**src/rtl/dspc_pkg.sv**
```systemverilog
// Shared constants and opcodes for the countdown delay slot pool.
package dspc_pkg;

    // Field widths
    localparam int OPCODE_W   = 2;
    localparam int COUNT_W    = 32;
    localparam int SLOT_IDX_W = 3;

    // Stream bus widths
    localparam int S_TDATA_W = 40;
    localparam int S_TUSER_W = 2;
    localparam int M_TDATA_W = 8;

    // Pool size default
    localparam int DEFAULT_NUM_SLOTS = 8;

    // Opcodes
    localparam logic [OPCODE_W-1:0] OP_TICK    = 2'd0;
    localparam logic [OPCODE_W-1:0] OP_ALLOC   = 2'd1;
    localparam logic [OPCODE_W-1:0] OP_RELEASE = 2'd2;
    localparam logic [OPCODE_W-1:0] OP_QUERY   = 2'd3;

    // Status codes
    localparam logic STATUS_OK      = 1'b0;
    localparam logic STATUS_NO_SLOT = 1'b1;

endpackage

```
**src/rtl/dspc_ram.sv**
```systemverilog
// Generic single write port, single read port RAM with registered read data.
module dspc_ram #(
    parameter int WIDTH  = 32,
    parameter int DEPTH  = 8,
    parameter int ADDR_W = (DEPTH > 1) ? $clog2(DEPTH) : 1
) (
    input  logic              aclk,
    input  logic              we,
    input  logic [ADDR_W-1:0] waddr,
    input  logic [WIDTH-1:0]  wdata,
    input  logic [ADDR_W-1:0] raddr,
    output logic [WIDTH-1:0]  rdata
);

    logic [WIDTH-1:0] mem_reg [DEPTH];
    logic [WIDTH-1:0] rdata_reg;

    // Write on strobe, register the read word
    always_ff @(posedge aclk) begin
        if (we) begin
            mem_reg[waddr] <= wdata;
        end
        rdata_reg <= mem_reg[raddr];
    end

    assign rdata = rdata_reg;

endmodule

```
**src/rtl/delay_slot_pool_countdown_top.sv**
```systemverilog
// Top level of the countdown delay slot pool: sequencer, slot flags and counter RAM.
// From accept to m_tvalid: a tick walks every slot in ST_TICK, an allocate scans ST_ALLOC up to the
// lowest free slot (every slot when the pool is full), release and query go straight to ST_RESP.
// One item at a time: s_tready rises again the cycle after the result is loaded, so a tick
// holds off the next beat for the whole walk over the counter RAM through one decrementer.
// aresetn (synchronous, active low) frees every slot and clears every done flag; counters
// need no clearing because allocate loads a slot's counter before any tick reads it.
module delay_slot_pool_countdown_top #(
    parameter int NUM_SLOTS = dspc_pkg::DEFAULT_NUM_SLOTS
) (
    input  logic                           aclk,
    input  logic                           aresetn,
    // Input beat
    input  logic                           s_tvalid,
    output logic                           s_tready,
    input  logic [dspc_pkg::S_TDATA_W-1:0] s_tdata,   // delay_count[31:0], slot_index[34:32]
    input  logic [dspc_pkg::S_TUSER_W-1:0] s_tuser,   // opcode[1:0]
    // Result beat
    output logic                           m_tvalid,
    input  logic                           m_tready,
    output logic [dspc_pkg::M_TDATA_W-1:0] m_tdata    // status[0], granted_slot[3:1],
                                                      // slot_done[4]
);

    import dspc_pkg::*;

    localparam int SLOT_W = (NUM_SLOTS > 1) ? $clog2(NUM_SLOTS) : 1;
    localparam int CMP_W  = (SLOT_W + 1 > SLOT_IDX_W) ? SLOT_W + 1 : SLOT_IDX_W;
    localparam logic [SLOT_W-1:0] LAST_SLOT = SLOT_W'(NUM_SLOTS - 1);

    typedef enum logic [1:0] {
        ST_IDLE,
        ST_TICK,
        ST_ALLOC,
        ST_RESP
    } state_t;

    state_t                 state_reg, state_next;
    logic [SLOT_W-1:0]      idx_reg, idx_next;
    logic [COUNT_W-1:0]     count_reg, count_next;
    logic [NUM_SLOTS-1:0]   free_reg, free_next;
    logic [NUM_SLOTS-1:0]   done_reg, done_next;
    logic                   rd_vld_reg, rd_vld_next;
    logic [SLOT_W-1:0]      rd_idx_reg, rd_idx_next;
    logic                   res_status_reg, res_status_next;
    logic [SLOT_IDX_W-1:0]  res_slot_reg, res_slot_next;
    logic                   res_done_reg, res_done_next;
    logic                   m_tvalid_reg, m_tvalid_next;
    logic [M_TDATA_W-1:0]   m_data_reg, m_data_next;

    logic [OPCODE_W-1:0]    in_op;
    logic [CMP_W-1:0]       in_slot_ext;
    logic                   in_range;
    logic [SLOT_W-1:0]      in_slot;
    logic [CMP_W-1:0]       scan_ext;
    logic                   accept;
    logic                   load_out;

    logic                   ram_we;
    logic [SLOT_W-1:0]      ram_waddr;
    logic [COUNT_W-1:0]     ram_wdata;
    logic [COUNT_W-1:0]     ram_rdata;
    logic                   cnt_zero;
    logic [COUNT_W-1:0]     cnt_dec;

    // Counter store
    dspc_ram #(
        .WIDTH  (COUNT_W),
        .DEPTH  (NUM_SLOTS),
        .ADDR_W (SLOT_W)
    ) u_cnt_ram (
        .aclk  (aclk),
        .we    (ram_we),
        .waddr (ram_waddr),
        .wdata (ram_wdata),
        .raddr (idx_reg),
        .rdata (ram_rdata)
    );

    // Decode the input beat
    assign in_op       = s_tuser[OPCODE_W-1:0];
    assign in_slot_ext = CMP_W'(s_tdata[COUNT_W +: SLOT_IDX_W]);
    assign in_range    = in_slot_ext < CMP_W'(NUM_SLOTS);
    assign in_slot     = in_slot_ext[SLOT_W-1:0];
    assign scan_ext    = CMP_W'(idx_reg);

    assign s_tready = (state_reg == ST_IDLE);
    assign accept   = s_tvalid && s_tready;
    assign load_out = (state_reg == ST_RESP) && (!m_tvalid_reg || m_tready);

    // Shared countdown unit: zero test and decrement of the word read back
    assign cnt_zero = (ram_rdata == '0);
    assign cnt_dec  = ram_rdata - COUNT_W'(1);

    // Sequencer and slot state
    always_comb begin
        state_next      = state_reg;
        idx_next        = idx_reg;
        count_next      = count_reg;
        free_next       = free_reg;
        done_next       = done_reg;
        rd_vld_next     = 1'b0;
        rd_idx_next     = rd_idx_reg;
        res_status_next = res_status_reg;
        res_slot_next   = res_slot_reg;
        res_done_next   = res_done_reg;
        m_tvalid_next   = m_tvalid_reg;
        m_data_next     = m_data_reg;
        ram_we          = 1'b0;
        ram_waddr       = rd_idx_reg;
        ram_wdata       = cnt_dec;

        // Retire the slot read in the previous cycle during a tick walk
        if (rd_vld_reg && !free_reg[rd_idx_reg]) begin
            if (cnt_zero) begin
                done_next[rd_idx_reg] = 1'b1;
            end else begin
                ram_we = 1'b1;
            end
        end

        // Drop the result once taken
        if (m_tvalid_reg && m_tready) begin
            m_tvalid_next = 1'b0;
        end

        case (state_reg)
            ST_IDLE: begin
                if (accept) begin
                    idx_next        = '0;
                    count_next      = s_tdata[COUNT_W-1:0];
                    res_status_next = STATUS_OK;
                    res_slot_next   = '0;
                    res_done_next   = 1'b0;
                    case (in_op)
                        OP_TICK:  state_next = ST_TICK;
                        OP_ALLOC: state_next = ST_ALLOC;
                        OP_RELEASE: begin
                            if (in_range) begin
                                free_next[in_slot] = 1'b1;
                                done_next[in_slot] = 1'b0;
                            end
                            state_next = ST_RESP;
                        end
                        OP_QUERY: begin
                            res_done_next = in_range && done_reg[in_slot];
                            state_next    = ST_RESP;
                        end
                        default: state_next = ST_RESP;
                    endcase
                end
            end
            ST_TICK: begin
                // Issue one slot read per cycle
                rd_vld_next = 1'b1;
                rd_idx_next = idx_reg;
                if (idx_reg == LAST_SLOT) begin
                    state_next = ST_RESP;
                end else begin
                    idx_next = idx_reg + SLOT_W'(1);
                end
            end
            ST_ALLOC: begin
                // Scan upward for the lowest free slot
                if (free_reg[idx_reg]) begin
                    ram_we           = 1'b1;
                    ram_waddr        = idx_reg;
                    ram_wdata        = count_reg;
                    free_next[idx_reg] = 1'b0;
                    res_slot_next    = scan_ext[SLOT_IDX_W-1:0];
                    state_next       = ST_RESP;
                end else if (idx_reg == LAST_SLOT) begin
                    res_status_next = STATUS_NO_SLOT;
                    state_next      = ST_RESP;
                end else begin
                    idx_next = idx_reg + SLOT_W'(1);
                end
            end
            ST_RESP: begin
                if (load_out) begin
                    m_tvalid_next = 1'b1;
                    m_data_next   = M_TDATA_W'({res_done_reg, res_slot_reg, res_status_reg});
                    state_next    = ST_IDLE;
                end
            end
            default: state_next = ST_IDLE;
        endcase
    end

    // Hold state and registered outputs
    always_ff @(posedge aclk) begin
        if (!aresetn) begin
            state_reg    <= ST_IDLE;
            free_reg     <= '1;
            done_reg     <= '0;
            rd_vld_reg   <= 1'b0;
            m_tvalid_reg <= 1'b0;
        end else begin
            state_reg    <= state_next;
            free_reg     <= free_next;
            done_reg     <= done_next;
            rd_vld_reg   <= rd_vld_next;
            m_tvalid_reg <= m_tvalid_next;
        end
        idx_reg        <= idx_next;
        count_reg      <= count_next;
        rd_idx_reg     <= rd_idx_next;
        res_status_reg <= res_status_next;
        res_slot_reg   <= res_slot_next;
        res_done_reg   <= res_done_next;
        m_data_reg     <= m_data_next;
    end

    assign m_tvalid = m_tvalid_reg;
    assign m_tdata  = m_data_reg;

`ifndef SYNTHESIS
    // Busy in the cycle after taking a beat
    a_busy_after_accept: assert property (@(posedge aclk) disable iff (!aresetn)
        s_tvalid && s_tready |=> !s_tready)
        else $error("input taken twice in a row");

    // Read-back pipeline only runs during a tick walk or its last retire
    a_rd_in_tick: assert property (@(posedge aclk) disable iff (!aresetn)
        rd_vld_reg |-> (state_reg == ST_TICK || state_reg == ST_RESP))
        else $error("counter read-back outside a tick walk");

    // A no-slot result only when every slot is busy
    a_full_on_fail: assert property (@(posedge aclk) disable iff (!aresetn)
        load_out && res_status_reg |-> free_reg == '0)
        else $error("no-slot reported with a free slot");

    // A fresh result never overwrites one still waiting
    a_no_overwrite: assert property (@(posedge aclk) disable iff (!aresetn)
        m_tvalid && !m_tready |=> $stable(m_tdata) || !$past(load_out))
        else $error("waiting result overwritten");
`endif

endmodule
```
**config.mk**
```make
export PLATFORM = sky130hd
export DESIGN_NAME = delay_slot_pool_countdown_top
export DESIGN_NICKNAME = d
export VERILOG_FILES = /design/src/rtl/dspc_pkg.sv /design/src/rtl/dspc_ram.sv /design/src/rtl/delay_slot_pool_countdown_top.sv
export SDC_FILE = /design/constraint.sdc
export NUM_CORES = 1
export LEC_CHECK = 0
export BUFFER_PORTS_ARGS = -buffer_cell sky130_fd_sc_hd__buf_4
export CORE_ASPECT_RATIO = 1.5
export CORE_MARGIN = 10
export CORE_UTILIZATION = 45
export DETAILED_ROUTE_END_ITERATION = 6
export GPL_TIMING_DRIVEN = 0
export HOLD_SLACK_MARGIN = 0.1
export PLACE_DENSITY = 0.73
export SYNTH_ARGS = -nofsm -noshare
export SYNTH_HDL_FRONTEND = slang
export SYNTH_SLANG_ARGS = --single-unit
```
**constraint.sdc**
```tcl
create_clock -name aclk -period 5.25 [get_ports aclk]
set_input_delay 0.2625 -clock aclk [delete_from_list [all_inputs] [get_ports aclk]]
set_output_delay 0.2625 -clock aclk [all_outputs]
set_load 0.03 [all_outputs]
```
==> impl_metrics.toml, run 1 <==
[run_status]
status = "finished clean"

[hold_path]
hold_path.class = "in2reg"
hold_end = "free_reg[7]"
holdPathStages = 2
hold_start = "aresetn"

[worst_setup_path]
worstPathArrival_ps = 4170
cp_slowest_cell = "a2111oi_1"
cp-end-kind = "register"
cpPeakStageDelay_ps = 1040
crit_buf_inv = 2
rrSetupSlack_ps = 1300
reg2reg_depth = 6
crit_family = "compound AO/OA/AOI/OAI gates"
reg2reg_from = "rd_idx_reg[2]"
crit_chain = "nor2b_1, a2111oi_1, o211ai_1, a22oi_2, buf_8, buf_8"
cpMostUsedCell = "buf_8"
required_ps = 5470
critPathLaunchType = "register"
crit_fanout = 12
crit_type = "reg2reg"
r2r-end = "u_cnt_ram.mem_reg[4][14]"

[drt]
wirelength_um = 34560
first_iter_violations = 971
ant_nets = 0
viasPerCell = 5.913
vias = 8515
wl_per_cell_um = 24.00
drc = 0
drtPass1Iterations = 5

[grt]
grt_max_degree = 21
use_met2 = 0.3178
grt_pass1_vias = 8746
grtUsageMet3 = 0.03212
antenna_found_initial = 0
top_usage_layer = "met2"
grt_overflow = 0
grt_pass1_wl_um = 51640
grt_usage = 0.1792
use_met1 = 0.2084

[timing]
setup_viol = 0
rsz0062_at_grt = "no"
fin_crit_sh = 0.7526
post-route-min-period_ps = 3951
finalHoldViolations = 0
relSlewSlack = 0.2281
tns_ps = 0
worstMarginPinSlew_ps = 1149
fmax_mhz = 253.1
finClkSkew_ps = 18.71
final_max_slew_viol_count = 0

[floorplan]
fp.dieH_um = 233.9
core_um2 = 30160
start_util = 0.4551
fp.dieW_um = 162.6
dieArea_um2 = 38030
rows = 78
ios = 56

[cts]
cts_root_buf = "clkbuf_16"
cts_tree = "yes"
htreeDepth = 2
hold_buffers = 33
numClockSinks = 356
cts_resized = 0
ctsLongestPathBuffers = 3
cts_setup_buffers = 0
cts_made_buffers = 34
path_clk_slew_ps = 70
clkLatencyLatePin_ps = 530

[final_layout]
diodes = 0
drive_gt1_frac = 0.1721
seqCellArea_um2 = 10170
nNetsFinal = 1066
largest_register_ffs = 256
syn_to_final_growth_pct = 19.54
n_fill_cell = 2316
multi_input_area_um2 = 3331

[pwr]
powerDensity_nw_per_um2 = 560.6
power_w = 0.009198
ir_drop_v = 0.0002345
p_leak_nw = 5.309

[synthesis]
synth_area_um2 = 13720
yosysWarnings = 0
synth_flop_cell = "edfxtp_1"
synth_edf_count = 304
post_synth_num_cell_types = 59
avgSynthCellArea_um2 = 15.69
synthArstFlopShare = 0
synthCells = 875
synth-seq-cells = 356
yosysSeqAreaShare = 0.7410

[place]
gp_congestion = 0.8707
dp_hpwl_um = 23110
portBuffers = 46

[flow_run]
drv_cap = 0
-- power breakdown --
part           leakage (nW)  total [W]  switching, W  internal, W
Combinational          1.57    0.00250       0.00168     0.000815
Sequential             3.21    0.00429      0.000262      0.00403
Clock                 0.534    0.00241       0.00103      0.00138
-- worst reg2reg max path: stages (launching register included) --
cell       delay (ps)
edfxtp_1          470
nor2b_1           250
a2111oi_1        1040
o211ai_1          510
a22oi_2           920
buf_8             260
buf_8             200
-- layout by cell type (no fill, tap or decap), types with 7 or more instances in the layout --
cell type | Yosys | final
a21oi_1 | 15 | 15
a22oi_1 | 138 | 130
a22oi_2 | 0 | 8
a31oi_1 | 13 | 13
a41oi_1 | 7 | 7
and2_1 | 8 | 7
buf_2 | 8 | 8
buf_4 | 5 | 51
buf_8 | 0 | 18
clkbuf_1 | 41 | 50
clkbuf_16 | 0 | 37
dfxtp_1 | 52 | 52
dlygate4sd3_1 | 0 | 33
edfxtp_1 | 304 | 304
inv_1 | 8 | 8
mux2_2 | 25 | 25
nand2_1 | 17 | 17
nand2b_1 | 10 | 10
nand3_1 | 11 | 11
nand3b_1 | 7 | 7
nand4_1 | 38 | 38
nor2_1 | 30 | 30
nor3_1 | 16 | 16
o21ai_0 | 17 | 17
or4_1 | 8 | 8
xnor2_1 | 25 | 25
-- cells by family (layout without fill, tap and decap cells) --
kind of cell | after synthesis | after routing | synth area share
fa+ha+maj | 6 | 6 | 0.005470
simple gates | 184 | 184 | 0.08050
xor+xnor | 27 | 27 | 0.01723
mux | 29 | 29 | 0.02343
compound gates | 209 | 209 | 0.1122
other cells | 1 | 3 | 0.0002732
flops | 356 | 356 | 0.7410
buf+inv | 63 | 226 | 0.01987
-- synth_stat cells (2+ instances only) --
cell type	count	area (um2)
dfxtp_1	52	1041
xor2_1	2	17.52
ha_1	6	75.07
mux2i_1	4	40.04
nor2_1	30	112.6
nor3b_1	6	45.04
and3_1	4	25.02
mux2_2	25	281.5
nand4_1	38	237.7
buf_4	5	37.54
edfxtp_1	304	9129
clkbuf_1	41	153.9
buf_2	8	40.04
a41oi_1	7	61.31
o21a_1	2	15.01
nor2b_1	6	37.54
and3b_1	3	26.28
nor3_1	16	80.08
nand3b_1	7	52.55
a31oi_1	13	81.33
nand2b_1	10	62.56
nand4b_1	5	43.79
o31ai_1	2	15.01
a21oi_1	15	75.07
nand2_1	17	63.81
nor4_1	2	12.51
and2_1	8	50.05
nand3_1	11	55.05
inv_1	8	30.03
a22oi_1	138	1036
o211ai_1	2	15.01
xnor2_1	25	219.0
or3_1	4	25.02
or4_1	8	60.06
o21ai_0	17	85.08
-- cell type report --
type,instances,share of cell area
Buffer,55,0.01480
Clock buffer,48,0.06017
Clock inverter,14,0.006864
Inverter,8,0.001830
Multi-Input combinational cell,458,0.2030
Sequential cell,356,0.6199
Tap cell,400,0.03051
Timing Repair Buffer,101,0.06292
-- through the flow --
step                setup slack [ps]  std cells  area [um2]  utilization  hold slack [ps]
finish                          1299       1440       16410       0.5440            103.0
floorplan                       1391        877       13730            -            361.4
global placement              -632.4       1323       14580       0.4834            404.2
CTS                             1396       1440       16410       0.5440            100.1
global route                    1144       1440       16410       0.5440            153.5
detailed placement              1408       1345       14980       0.4966            404.5
-- routing by layer --
| layer | vias up | wire, um |
|---|---|---|
| li1 | 3802 | - |
| met1 | 4178 | 12850 |
| met2 | 432 | 17770 |
| met3 | 103 | 2551 |
| met4 | 0 | 1384 |
| met5 | - | 0 |
-- worst max path at each step --
stage	from	endpoint	slack (ps)	cells after the start
after floorplan	idx_reg[2]	u_cnt_ram.mem_reg[4][0]	1390	7
after global placement	rd_idx_reg[2]	u_cnt_ram.mem_reg[2][17]	-630	4
final	rd_idx_reg[2]	u_cnt_ram.mem_reg[4][14]	1300	6
after global routing	rd_idx_reg[2]	u_cnt_ram.mem_reg[4][20]	1140	6
after CTS	rd_idx_reg[2]	u_cnt_ram.mem_reg[4][14]	1400	6
after detailed placement	rd_idx_reg[2]	u_cnt_ram.mem_reg[4][16]	1410	6
No activity file was read; power rests on OpenSTA's default activity.
==> run 2: changes to the inputs <==
==> constraint.sdc (replaced) <==
create_clock -name aclk -period 3.7 [get_ports aclk]
set_input_delay 0.185 -clock aclk [delete_from_list [all_inputs] [get_ports aclk]]
set_output_delay 0.185 -clock aclk [all_outputs]
set_load 0.03 [all_outputs]
==> impl_metrics.toml, run 2 (synthesis gave the netlist of run 1 again) <==
[drt]
drtPass1Iterations = 5
vias = 8650
ant_nets = 0
viasPerCell = 5.949
wirelength_um = 34750
wl_per_cell_um = 23.90
first_iter_violations = 948
drc = 0

[floorplan]
core_um2 = 30160
fp.dieW_um = 162.6
rows = 78
fp.dieH_um = 233.9
ios = 56
dieArea_um2 = 38030
start_util = 0.4551

[hold_path]
hold_end = "res_done_reg"
holdPathStages = 3
hold_path.class = "in2reg"
hold_start = "s_tuser[1]"

[worst_setup_path]
crit_chain = "nor2b_1, a2111oi_1, o211ai_1, a22oi_2, buf_8, buf_16"
crit_fanout = 11
required_ps = 3930
cpPeakStageDelay_ps = 1020
reg2reg_depth = 6
worstPathArrival_ps = 3640
r2r-end = "u_cnt_ram.mem_reg[2][18]"
cp_slowest_cell = "a2111oi_1"
crit_type = "reg2reg"
critPathLaunchType = "register"
rrSetupSlack_ps = 290
crit_buf_inv = 2
cp.depth = 6
reg2reg_from = "rd_idx_reg[2]"
crit_family = "compound AO/OA/AOI/OAI gates"
cp-end-kind = "register"

[grt]
grt_max_degree = 24
grt_overflow = 0
grt_pass1_wl_um = 51590
grt_pass1_vias = 8791
antenna_found_initial = 0
grt_usage = 0.1787

[final_layout]
syn_to_final_growth_pct = 20.75
nNetsFinal = 1081
diodes = 0
drive_gt1_frac = 0.1774
layout_commonest_cell = "edfxtp_1"
final_cell_mix = "edfxtp_1, a22oi_1, buf_4"
largest_register_ffs = 256

[flow_run]
drv_cap = 0

[timing]
fmax_mhz = 293.0
worstMarginPinSlew_ps = 1233
final_max_slew_viol_count = 0
finalHoldViolations = 0
relSlewSlack = 0.1714
fin_ws_ps = 287.2
post-route-min-period_ps = 3413
fin_crit_sh = 0.9224
finClkSkew_ps = 13.23
setup_viol = 0
rsz0062_at_grt = "no"

[place]
gp_congestion = 0.8682
portBuffers = 46
place_ws_ps = 69.79
dp_hpwl_um = 22660

[cts]
ctsLongestPathBuffers = 3
clkLatencyLatePin_ps = 520
htreeDepth = 2
numClockSinks = 356
cts_made_buffers = 34
path_clk_slew_ps = 70
cts_tree = "yes"
cts_root_buf = "clkbuf_16"

[pwr]
powerDensity_nw_per_um2 = 789.4
power_w = 0.01308
ir_drop_v = 0.0004120
p_leak_nw = 5.398

[run_status]
status = "finished clean"
-- run 2: cell count changes in the layout (fill, tap and decap cells not counted), sizes merged --
cell / before / now
buf: 82 / 92
dlygate4sd3: 33 / 38
clkbuf: 89 / 85
clkinv: 8 / 11
bufinv: 1 / 2
clkinvlp: 3 / 2
-- run 2: repair_timing --
item | 4_1_cts | 5_1_grt
endpoints found under the setup margin | 0 | 78
hold buffers | 38 | 0
setup buffers | 0 | 10
hold endpoints to repair | 44 | 0
resized for setup | 0 | 0
-- run 2: power by group --
| group | switching, W | internal, W |
|---|---|---|
| Clock | 0.00144 | 0.00193 |
| Sequential | 0.000364 | 0.00572 |
| Combinational | 0.00244 | 0.00119 |
| Total | 0.00425 | 0.00884 |
-- run 2: worst max-delay path by stage --
stage,startpoint,end,slack (ps)
6_report,rd_idx_reg[2],u_cnt_ram.mem_reg[2][18],290
3_5_place_dp,idx_reg[2],u_cnt_ram.mem_reg[7][30],70
2_1_floorplan,idx_reg[0],u_cnt_ram.mem_reg[6][0],-120
5_1_grt,rd_idx_reg[2],u_cnt_ram.mem_reg[2][20],180
4_1_cts,idx_reg[0],u_cnt_ram.mem_reg[7][21],7
3_3_place_gp,rd_idx_reg[2],u_cnt_ram.mem_reg[6][16],-2280
-- run 2: per-layer routing --
layer	share of wire	GRT usage	vias up
met5	0	0	-
li1	-	-	3830
met1	0.37	0.2029	4268
met3	0.064	0.03230	134
met2	0.51	0.3113	418
met4	0.056	0.1017	0
-- run 2: cell type report --
class | instances | area [um2]
fillers | 2317 | 13580
flip-flops and latches | 356 | 10170
clock inverters | 17 | 148.9
well taps | 400 | 500.5
plain buffers | 55 | 242.7
inverters | 8 | 30.03
repair buffers | 116 | 1220
multi-input cells | 458 | 3331
clock buffers | 44 | 929.6
-- run 2: worst reg2reg max path, delay by kind of cell, from the launching register on --
| family | cells | cell delay [ps] |
|---|---|---|
| and+or+nand+nor | 1 | 250 |
| DFF | 1 | 460 |
| AOI/OAI and AO/OA | 3 | 1980 |
| buffers and inverters | 2 | 420 |
-- run 2: metrics by stage --
| step | instances | TNS [ps] | util | instance area, um2 | hold slack, ps |
|---|---|---|---|---|---|
| global route | 1454 | 0 | 0.5495 | 16570 | 102.7 |
| floorplan | 877 | -10790 | - | 13760 | 283.9 |
| finish | 1454 | 0 | 0.5495 | 16570 | 106.1 |
| detailed placement | 1345 | 0 | 0.4983 | 15030 | 364.6 |
| global placement | 1323 | -330520 | 0.4842 | 14600 | 363.6 |
| CTS | 1444 | 0 | 0.5466 | 16480 | 105.1 |
